[config.mk]
export PLATFORM = sky130hd
export DESIGN_NAME = lifeb_cell
export DESIGN_NICKNAME = d
export VERILOG_FILES = /design/src/rtl/lifeb_pkg.sv /design/src/rtl/lifeb_cell.sv
export SDC_FILE = /design/constraint.sdc
export NUM_CORES = 1
export LEC_CHECK = 0
export ABC_AREA = 0
export BUFFER_PORTS_ARGS = -buffer_cell sky130_fd_sc_hd__buf_2
export CORE_MARGIN = 3
export CORE_UTILIZATION = 45
export DETAILED_ROUTE_END_ITERATION = 12
export PLACE_DENSITY = 0.87
export SLEW_MARGIN = 30
export SYNTH_ARGS = -nofsm -noshare
export SYNTH_HDL_FRONTEND = slang
export SYNTH_SLANG_ARGS = --single-unit
[constraint.sdc]
create_clock -name clk -period 0.95 [get_ports clk]
set_clock_uncertainty 0.15 [all_clocks]
set_input_delay 0.1425 -clock clk [delete_from_list [all_inputs] [get_ports clk]]
set_output_delay 0.1425 -clock clk [all_outputs]
set_load 0.03 [all_outputs]
[src/rtl/lifeb_pkg.sv]
// Shared types and constants for the life automaton board.
package lifeb_pkg;

	localparam int BOARD_DIM = 64;
	localparam int CNT_W     = $clog2(BOARD_DIM);
	localparam int ROW_OUT_W = 64;
	localparam int IDX_W     = 6;
	localparam int CMD_W     = 3;

	typedef logic [BOARD_DIM-1:0] row_t;
	typedef logic [CNT_W-1:0]     cnt_t;
	typedef logic [IDX_W-1:0]     idx_t;
	typedef logic [CMD_W-1:0]     cmd_t;

	localparam cmd_t CMD_SET     = 3'd0;
	localparam cmd_t CMD_CLEAR   = 3'd1;
	localparam cmd_t CMD_WIPE    = 3'd2;
	localparam cmd_t CMD_STEP    = 3'd3;
	localparam cmd_t CMD_SAVE    = 3'd4;
	localparam cmd_t CMD_RESTORE = 3'd5;
	localparam cmd_t CMD_READ    = 3'd6;

	localparam cnt_t LAST_CNT = CNT_W'(BOARD_DIM - 1);

endpackage

[src/rtl/lifeb_cell.sv]
// One ring cell: holds one board row and the matching backup row.
module lifeb_cell (
	input  logic             clk,
	input  logic             arst_n,
	input  logic             shift_en,
	input  lifeb_pkg::row_t  board_d,
	input  lifeb_pkg::row_t  backup_d,
	output lifeb_pkg::row_t  board_q,
	output lifeb_pkg::row_t  backup_q
);
	import lifeb_pkg::*;

	always_ff @(posedge clk or negedge arst_n) begin
		if (!arst_n) begin
			board_q  <= '0;
			backup_q <= '0;
		end else if (shift_en) begin
			board_q  <= board_d;
			backup_q <= backup_d;
		end
	end

endmodule

== Word level (Yosys, flattened, before mapping) ==
Index checks and enable logic that the tools add are counted.

* Output and inout port bits: 128
* Flip-flop bits (word level): 128

== Longest topological paths before layout ==
* Word-level depth: 0
* Mapped depth: 3
* Gate-level depth less buffers: 1

== Worst setup path after synthesis ==
No wires, ideal clock.

* Path type: register to register
* Start: register, netlist name backup_q[0]
* End: register backup_q[0]
* Path buffers: 0
* Arrival: 0.756 ns
* Stages on the path, launching flop included: 2
* Required time: 0.675 ns
* Library setup time: 0.125 ns
* Slack: -0.081 ns
* Cells stage by stage: dfrtp_1 -> mux2_2

{| class="wikitable"
|+ RTL lines
! element !! line !! RTL
|-
| end signal: assignment || lifeb_cell.sv:19 || <nowiki>backup_q <= backup_d;</nowiki>
|-
| end: declaration || lifeb_cell.sv:9 || <nowiki>output lifeb_pkg::row_t backup_q</nowiki>
|}

== Worst setup path in the final report ==
* Start: register board_q[41]
* End: output port board_q[41]

{| class="wikitable"
|+ RTL lines
! element !! line !! RTL
|-
| start: declaration || lifeb_cell.sv:8 || <nowiki>output lifeb_pkg::row_t board_q,</nowiki>
|-
| start signal: assignment || lifeb_cell.sv:18 || <nowiki>board_q <= board_d;</nowiki>
|}

No word-level cell between the ends.

==> metrics.md <==
| Metric | Value |
|---|---|
| DIE WIDTH | `110 µm` |
| Initial drt markers | `approximately 460` |
| Tot Pwr | `approximately 19 mW` |
| CTS Sinks | `approximately 130` |
| Leak | `between 4 and 5 nW` |
| Clk_lat worst skew | `about 530 ps` |
| Crit path launch type | `flop` |
| Drt wl/cell | `31.8 µm` |
| Seq/Total Area, Yosys | `between 60% and 70%` |
| Post-synth top area share | `about two thirds` |
| Synth unique cells | `4` |
| # rows | `37` |
| CP top delay family | `flip-flops` |
| DRT antenna net count | `0` |
| Hold Path Class | `primary input to flop` |
| Critical Path RT | `between 600 and 700 ps` |
| Fmax | `between 600 and 700 MHz` |
| Starting density of the core | `around 47%` |
| Violated checks | `negative hold slack, negative setup slack` |
| Cell Count Post-Placement | `around 660` |
| Die height | `about 110 µm` |
| Vias in the first global route | `about 4900` |
| Synth Area in Compound Gates | `0%` |
| Clock Power Share | `between 30% and 40%` |
| PwrDens | `between 1500 and 2000 nW/µm²` |
| Total CTS buffers | `17` |
| Count of flip-flops with a built-in enable after synthesis | `0` |
| CTS tree | `done` |
| Maximum VDD drop | `1370 µV` |
| Post-synthesis simple-gate area fraction | `0%` |
| Post-Synth Adder-Cell Area | `0%` |
| Core area | `10400 µm²` |
| All-Layer GR Usage | `a little under a third` |
| Total Wirelength | `about 28000 µm` |
| Multiplexer share of the synthesized area | `between 20% and 30%` |
| Post-route DRC violation count | `0` |
| Largest net degree at the start of global routing | `between 50 and 60` |
| CTS Buffer Depth | `2` |
| Layout area overhead | `104%` |
| Final Setup Violations | `242` |
| Main area contributors after synthesis | `dfrtp_1, mux2_2, clkbuf_8` |
| Synth cell count leaders | `dfrtp_1, mux2_2, clkbuf_8` |
| CP max FO | `2` |
| Slew Limit Fails | `0` |
| Placed cell areas | `roughly 6500 µm²` |
| Share of cells above drive strength 1 | `roughly four fifths` |
| Slowest-stage cell, CP | `dfrtp_1` |
| Total of max-cap violations | `0` |
| CP Capture Type | `output pin` |
| Seq pwr share | `approximately 36%` |
| Clock root buffer | `clkbuf_8` |
| Cell taking the most area after synthesis | `dfrtp_1` |
| Final non-filler cell total | `a little under 900` |
| Syn Area/Cell | `between 15 and 20 µm²` |
| Warning count from the yosys run | `0` |
| Slew @ Worst Pin | `roughly 360 ps` |
| Final Hold Violating Endpoints | `9` |
| Combinational share of power | `between 20 and 30%` |
| # IOs | `about 260` |
| CP peak stage delay | `470 ps` |
| WP buf/inv | `1` |
| Xor and xnor area share after synthesis | `0%` |
| FF+latch count, synth | `128` |
| CTS H-tree lvls | `4` |
| Die Area | `12000 µm²` |
| Syn Inst Count | `270` |
| Hold_buf cts | `between 100 and 150` |
| Final worst-path cycle share | `155%` |
| Worst slew margin | `between 70% and 80%` |
| Via-to-Cell Ratio | `between 5 and 6` |
| Sw Pwr | `5.94 mW` |
| Antenna violations before repair | `3` |
| Post-route worst hold slack | `-163 ps` |
| Status | `complete, but fails checks` |
| Mapped cell area | `around 4800 µm²` |
| RSZ-0062 raised after global routing | `true` |
| GP Congestion | `0.715` |
| Switching share of power | `between 30% and 40%` |
| Post-Syn Nets | `about 400` |
| Pint | `~13 mW` |
| Largest family of logic cells by synthesized area | `multiplexers` |
| Ys async rst share | `100%` |
| Minimum clock period | `roughly 1500 ps` |
| Worst-path clk slew | `roughly 70 ps` |
| Number of nets in the layout | `approximately 850` |
| Predominant post-synthesis flop cell | `dfrtp_1` |
| Worst Slack Setup Final | `-525 ps` |
| Vias | `4999` |
| First-pass GRT wire length | `between 20000 and 30000 µm` |
| CP arrival | `between 1000 and 1500 ps` |
| IO buf count | `258` |
| Worst Path Class, Setup | `flop to output pin` |
| Gr ovfl total | `0` |
| Initial DRT Pass Iterations | `4` |
| Final Cell Area | `slightly below 10000 µm²` |
| Worst path cell trace | `buf_6` |
| Post-DP HPWL | `approximately 8600 µm` |
[cell families (layout without fill, tap and decap cells)]
family / after synthesis / after routing
buffers and inverters: 14 / 478
other: 0 / 5
flip-flops: 128 / 128
multiplexers: 128 / 128
[final cells by class]
cell class                      instances  area [µm²]
Clock buffer                           21         469
Fill cell                             217         509
Tap cell                              136         170
Clock inverter                         11         135
Antenna cell                            5        12.5
Sequential cell                       128        3350
Multi-Input combinational cell        128        1670
Timing Repair Buffer                  446        4050
[registers in the layout, indices dropped and copies added (netlist names)]
name,count
backup_q,64
board_q,64
[per-stage QoR]
| stage | hold slack (ps) | util [%] | setup slack (ps) | setup TNS [ps] |
|---|---|---|---|---|
| floorplan | -303 | - | -81.0 | -7470 |
| global placement | -150 | 62.6 | -274 | -30610 |
| detailed placement | -151 | 62.6 | -304 | -32970 |
| CTS | -206 | 90.1 | -465 | -57870 |
| global route | -162 | 95.1 | -542 | -68470 |
| finish | -163 | 95.1 | -525 | -66530 |
[layout by cell type (no fill, tap or decap), drive strengths merged]
master / count
buf: 317
clkbuf: 21
bufinv: 3
clkinvlp: 2
dlygate4sd3: 129
diode: 5
mux2: 128
clkinv: 6
dfrtp: 128
[repair_timing]
action / CTS / global route
endpoints found under the setup margin: 129 / 229
endpoints found under the hold margin: 256 / 10
resized for setup: 259 / 79
setup buffers: 19 / 37
[power groups by stage]
stage          Combinational, mW  Sequential (mW)  Clock, mW
3_5_place_dp                3.00             6.46          0
4_1_cts                     4.21             6.51       6.60
5_1_grt                     5.21             6.75       7.25
6_report                    5.11             6.74       7.07
2_1_floorplan              0.832             7.59          0
3_3_place_gp                2.94             6.43          0
[worst paths after layout]
| check | slack [ps] | from | endpoint | cells after the start |
|---|---|---|---|---|
| setup / recovery | -520 | board_q[41] | board_q[41] | 1 |
| hold / removal | -160 | shift_en | board_q[63] | 2 |
| setup reg to reg | -240 | backup_q[55] | backup_q[55] | 3 |
| hold reg to reg | 380 | backup_q[41] | backup_q[41] | 1 |
| max in group asynchronous | 180 | arst_n | board_q[58] | 3 |
| min in group asynchronous | -60 | arst_n | board_q[38] | 2 |
[routing by layer]
metal  GRT usage, %  up-vias  part of all wire [%]
met3           9.16      198                   9.9
met1           32.5     2469                    32
met2           55.7      483                    49
met5              0        -                     0
met4           19.2        0                   9.4
li1               -     1849                     -
(Power assumes the default switching activity.)
