**src/rtl/lifeb_pkg.sv**
```systemverilog
// Shared types and constants for the life automaton board.
package lifeb_pkg;

	localparam int BOARD_DIM = 64;
	localparam int CNT_W     = $clog2(BOARD_DIM);
	localparam int ROW_OUT_W = 64;
	localparam int IDX_W     = 6;
	localparam int CMD_W     = 3;

	typedef logic [BOARD_DIM-1:0] row_t;
	typedef logic [CNT_W-1:0]     cnt_t;
	typedef logic [IDX_W-1:0]     idx_t;
	typedef logic [CMD_W-1:0]     cmd_t;

	localparam cmd_t CMD_SET     = 3'd0;
	localparam cmd_t CMD_CLEAR   = 3'd1;
	localparam cmd_t CMD_WIPE    = 3'd2;
	localparam cmd_t CMD_STEP    = 3'd3;
	localparam cmd_t CMD_SAVE    = 3'd4;
	localparam cmd_t CMD_RESTORE = 3'd5;
	localparam cmd_t CMD_READ    = 3'd6;

	localparam cnt_t LAST_CNT = CNT_W'(BOARD_DIM - 1);

endpackage

```
**src/rtl/lifeb_rule.sv**
```systemverilog
// B3/S23 rule applied to one row from its three-row window.
module lifeb_rule (
	input  lifeb_pkg::row_t above,
	input  lifeb_pkg::row_t center,
	input  lifeb_pkg::row_t below,
	output lifeb_pkg::row_t next_row
);
	import lifeb_pkg::*;

	logic [BOARD_DIM+1:0] above_pad;
	logic [BOARD_DIM+1:0] center_pad;
	logic [BOARD_DIM+1:0] below_pad;

	// Padding with dead cells keeps the board from wrapping at its edges.
	assign above_pad  = {1'b0, above, 1'b0};
	assign center_pad = {1'b0, center, 1'b0};
	assign below_pad  = {1'b0, below, 1'b0};

	for (genvar c = 0; c < BOARD_DIM; c++) begin : g_col
		logic [3:0] n;
		assign n = 4'(above_pad[c])  + 4'(above_pad[c+1])  + 4'(above_pad[c+2])
		         + 4'(center_pad[c])                       + 4'(center_pad[c+2])
		         + 4'(below_pad[c])  + 4'(below_pad[c+1])  + 4'(below_pad[c+2]);
		assign next_row[c] = (n == 4'd3) || ((n == 4'd2) && center[c]);
	end

endmodule

```
**config.mk**
```make
export PLATFORM = sky130hd
export DESIGN_NAME = lifeb_rule
export DESIGN_NICKNAME = d
export VERILOG_FILES = /design/src/rtl/lifeb_pkg.sv /design/src/rtl/lifeb_rule.sv
export SDC_FILE = /design/constraint.sdc
export NUM_CORES = 1
export LEC_CHECK = 0
export BUFFER_PORTS_ARGS = -buffer_cell sky130_fd_sc_hd__buf_2
export CAP_MARGIN = 20
export CELL_PAD_IN_SITES_DETAIL_PLACEMENT = 1
export CELL_PAD_IN_SITES_GLOBAL_PLACEMENT = 1
export CORE_UTILIZATION = 28
export DETAILED_ROUTE_END_ITERATION = 16
export PLACE_DENSITY_LB_ADDON = 0.1
export SETUP_SLACK_MARGIN = 0.05
export SLEW_MARGIN = 10
export SYNTH_ARGS = -nofsm -noshare
export SYNTH_HDL_FRONTEND = slang
export SYNTH_SLANG_ARGS = --single-unit
```
**constraint.sdc**
```tcl
create_clock -name vclk -period 4.2
set_clock_uncertainty 0.15 [all_clocks]
set_input_delay 0.21 -clock vclk [all_inputs]
set_output_delay 0.21 -clock vclk [all_outputs]
set_load 0.005 [all_outputs]
```
## After elaboration in Yosys (flattened, before gate mapping)

Cells that the tools add are included.

| storage, ports and cells | value |
|---|---|
| ROM bits | 0 |
| flip-flop bits (word level) | 0 |
| latch bits | 0 |
| memories | 0 |
| memory bits (writable) | 0 |

| operators by class | value |
|---|---|
| divide/modulo/power cells | 0 |
| order comparisons | 0 |
| bitwise gates (word level) | 0 |
| reduce and logical (&&, ||, !) cells | 128 |
| $mul | 0 |
| shift-type cells | 0 |
| muxes and demuxes | 0 |
| add/subtract/negate cells | 441 |
| eq/ne operators | 128 |

Operators with widths:

| cell | count |
|---|---|
| adder 4 x 1 -> 4 bit | 252 |
| equality test 4 x 2 -> 1 bit (second input constant) | 128 |
| adder 3 x 1 -> 4 bit | 63 |
| adder 2 x 1 -> 3 bit | 63 |
| adder 1 x 1 -> 2 bit | 63 |
| logical AND 1 bit | 64 |
| logical OR 1 bit | 64 |

## Logic depth before layout (Yosys ltp)

| depth | value |
|---|---|
| depth in word-level cells | 10 |
| mapped depth | 9 |
| depth with buffers taken out | 9 |

## Least setup slack after synthesis

No wires, ideal clock.

| timing path | value |
|---|---|
| path type | input to output |
| start | input port above[30] |
| end | output port next_row[31] |
| stages on the path | 9 |
| slack | 1,154 ps |
| buffers on the path | 0 |
| data required time | 3,840 ps |
| arrival time | 2,686 ps |
| cell sequence | inv_1 fa_1 fa_1 fa_1 inv_1 ha_1 fa_1 or2_0 a21oi_1 |

| on the way | value |
|---|---|
| longest elaborated chain between the ends | 10 |

RTL lines:

| what | RTL line | text |
|---|---|---|
| from (decl) | lifeb_rule.sv:3 | `input lifeb_pkg::row_t above,` |
| adder 1 x 1 -> 2 bit (*) | lifeb_rule.sv:21 | `assign n = 4'(above_pad[c]) + 4'(above_pad[c+1]) + 4'(above_pad[c+2])` |
| adder 2 x 1 -> 3 bit (*) | lifeb_rule.sv:21 |  |
| adder 3 x 1 -> 4 bit (*) | lifeb_rule.sv:22 | `+ 4'(center_pad[c]) + 4'(center_pad[c+2])` |
| adder 4 x 1 -> 4 bit (*) | lifeb_rule.sv:22 |  |
| adder 4 x 1 -> 4 bit (*) (3 in a row) | lifeb_rule.sv:23 | `+ 4'(below_pad[c]) + 4'(below_pad[c+1]) + 4'(below_pad[c+2]);` |
| equality test 4 x 2 -> 1 bit | lifeb_rule.sv:24 | `assign next_row[c] = (n == 4'd3) \|\| ((n == 4'd2) && center[c]);` |
| logical AND 1 bit | lifeb_rule.sv:24 |  |
| logical OR 1 bit (*) | lifeb_rule.sv:24 |  |
| to (decl) | lifeb_rule.sv:6 | `output lifeb_pkg::row_t next_row` |

Every way passes the cells marked *; elsewhere a longest branch is shown, timed or not.

## Final worst setup path

| timing path | value |
|---|---|
| start | input port above[49] |
| end | output port next_row[50] |

The elaborated chain is that of the path after synthesis.

==> flow_metrics.tcl <==
set metrics [dict create \
    outcome "completed" \
    die_area_mm2 0.0390 \
    grt_pass1_wl_mm 42.8 \
    fmax_mhz 291 \
    min_from "center[3]" \
    die_w_um 198 \
    timing.final.ws_setup_ns 0.763 \
    arrival_ns 3.08 \
    ys_seq_area_share_pct 0 \
    path_max_fanout 2 \
    rsz0062_at_grt "no" \
    wl_per_cell_um 12.5 \
    fp.dieH_um 198 \
    peakVddDrop_mv 0.0890 \
    powerDensity_mw_per_mm2 226 \
    start_util_pct 28.4 \
    register_area_um2 0 \
    grt_max_degree 4 \
    grt_pass1_vias 9290 \
    hold_violations 0 \
    cp-start-kind "input port" \
    fill_cells 4592 \
    gr-total-overflow 0 \
    synthDistinctLibCells 14 \
    dp_hpwl_mm 24.7 \
    cap_violations 0 \
    area_delta_synth_final_pct 18.0 \
    nFlopsAndLatches 0 \
    hold_depth 4 \
    hold_path_end "next_row[3]" \
    port_buffers 256 \
    hp-class "input port to primary output" \
    core_mm2 0.0377 \
    fin_setup_tns_ns 0 \
    place_ws_ns 0.717 \
    setup_violations 0 \
    clock_buffers 0 \
    ios 256 \
    final_cell_area_mm2 0.0126 \
    holdWs_ns 0.640 \
    crit_path_end_kind "primary output" \
    avgViaCountPerCell 4.18 \
    synth_nets 1829 \
    tightest_slew_ns 0.265 \
    startpoint "above[49]" \
    yosys.area.top_type "fa_1" \
    nNetsFinal 2087 \
    critPathKind "input port to primary output" \
    slew_headroom_pct 82.3 \
    yosysMostFrequentCell "inv_1" \
    postCtsSetupBuffers 0 \
    placementRows 71 \
    finalCritPeriodShare_pct 81.8 \
    synth_top_cells_by_count "inv_1, fa_1, ha_1" \
    p_leak_uw 0.00723 \
    place_area_mm2 0.0126 \
    first_pass_iters 5 \
    drive_gt1_share_pct 17.6 \
    cp.required_ns 3.84 \
    synth_cells 1197 \
    multiInputGateArea_mm2 0.00905 \
    vias 8222 \
    synthesis.area_mm2 0.0107 \
    avgSynthCellArea_um2 8.95 \
    yosysWarnings 0 \
    grt_antenna_before_repair 13 \
    netlist.area_leader.share_pct 47.1 \
    period_needed_ns 3.44 \
    cts-resized-gates 0 \
    finalMaxSlewViolations 0 \
    ctsHoldBuffers 0 \
    drt_first_iter_violations 138 \
    synth_area_leaders "fa_1, ha_1, inv_1, a21oi_1, nand3_1" \
    routed_wl_mm 24.6 \
    final_antenna_net_count 0 \
    drc_errors 0 \
    grt_usage_pct 13.2 \
    gp_congestion 0.779 \
]
-- cell usage in the layout (no fill, tap or decap) --
cell type / instances
nand3_1: 61
a21oi_1: 122
inv_1: 442
nand2_1: 1
ha_1: 188
diode_2: 4
nor3b_1: 2
or2_1: 43
or2_0: 18
nor2_1: 4
nor3_1: 1
nor2b_1: 1
a31oi_1: 1
o21ai_0: 61
fa_1: 252
buf_2: 256
-- worst max-delay path: stages --
cell and delay, ns:
buf_2 0.10, inv_1 0.08, fa_1 0.55, fa_1 0.43, fa_1 0.50, inv_1 0.04
ha_1 0.20, fa_1 0.38, or2_0 0.20, a21oi_1 0.22, buf_2 0.15
-- power breakdown --
| group | switching, uW | internal (uW) |
|---|---|---|
| logic | 1550 | 1310 |
| registers | 0 | 0 |
| clock network | 0 | 0.000127 |
-- kinds of logic (layout without fill, tap and decap cells) --
family	count (synthesis)	in the layout	synth area share [%]
buffers and inverters	442	698	15.5
adders and majority gates	440	440	69.1
AOI/OAI and AO/OA	184	184	8.61
and+or+nand+nor	131	131	6.83
other	0	4	0
-- through the flow --
step	utilization, %	total power (uW)	std cells
after floorplan	-	2000	1197
after global placement	33.5	2860	1964
after detailed placement	33.5	2950	1964
after CTS	33.5	2980	1964
after global routing	33.5	3480	1965
final	33.6	2860	1968
-- layout make-up --
cell class,instances,area share (%)
multi-input combinational,755,71.6
inverter,442,13.1
timing repair buffer,256,10.1
tap,511,5.06
antenna,4,0.0792
-- worst max-delay path by stage --
stage | to | cells after the start
2_1_floorplan | next_row[31] | 9
3_3_place_gp | next_row[50] | 11
3_5_place_dp | next_row[50] | 11
4_1_cts | next_row[50] | 11
5_1_grt | next_row[50] | 11
6_report | next_row[50] | 11
-- per-layer routing --
layer  vias to the layer above  track usage, %  wire length (um)
met4                        16               0                21
li1                       4109               -                 -
met1                      3954            17.0             10800
met5                         -               0               114
met3                        16            2.60              1390
met2                       127            24.1             12200
No activity file was read; power rests on OpenSTA's default activity.
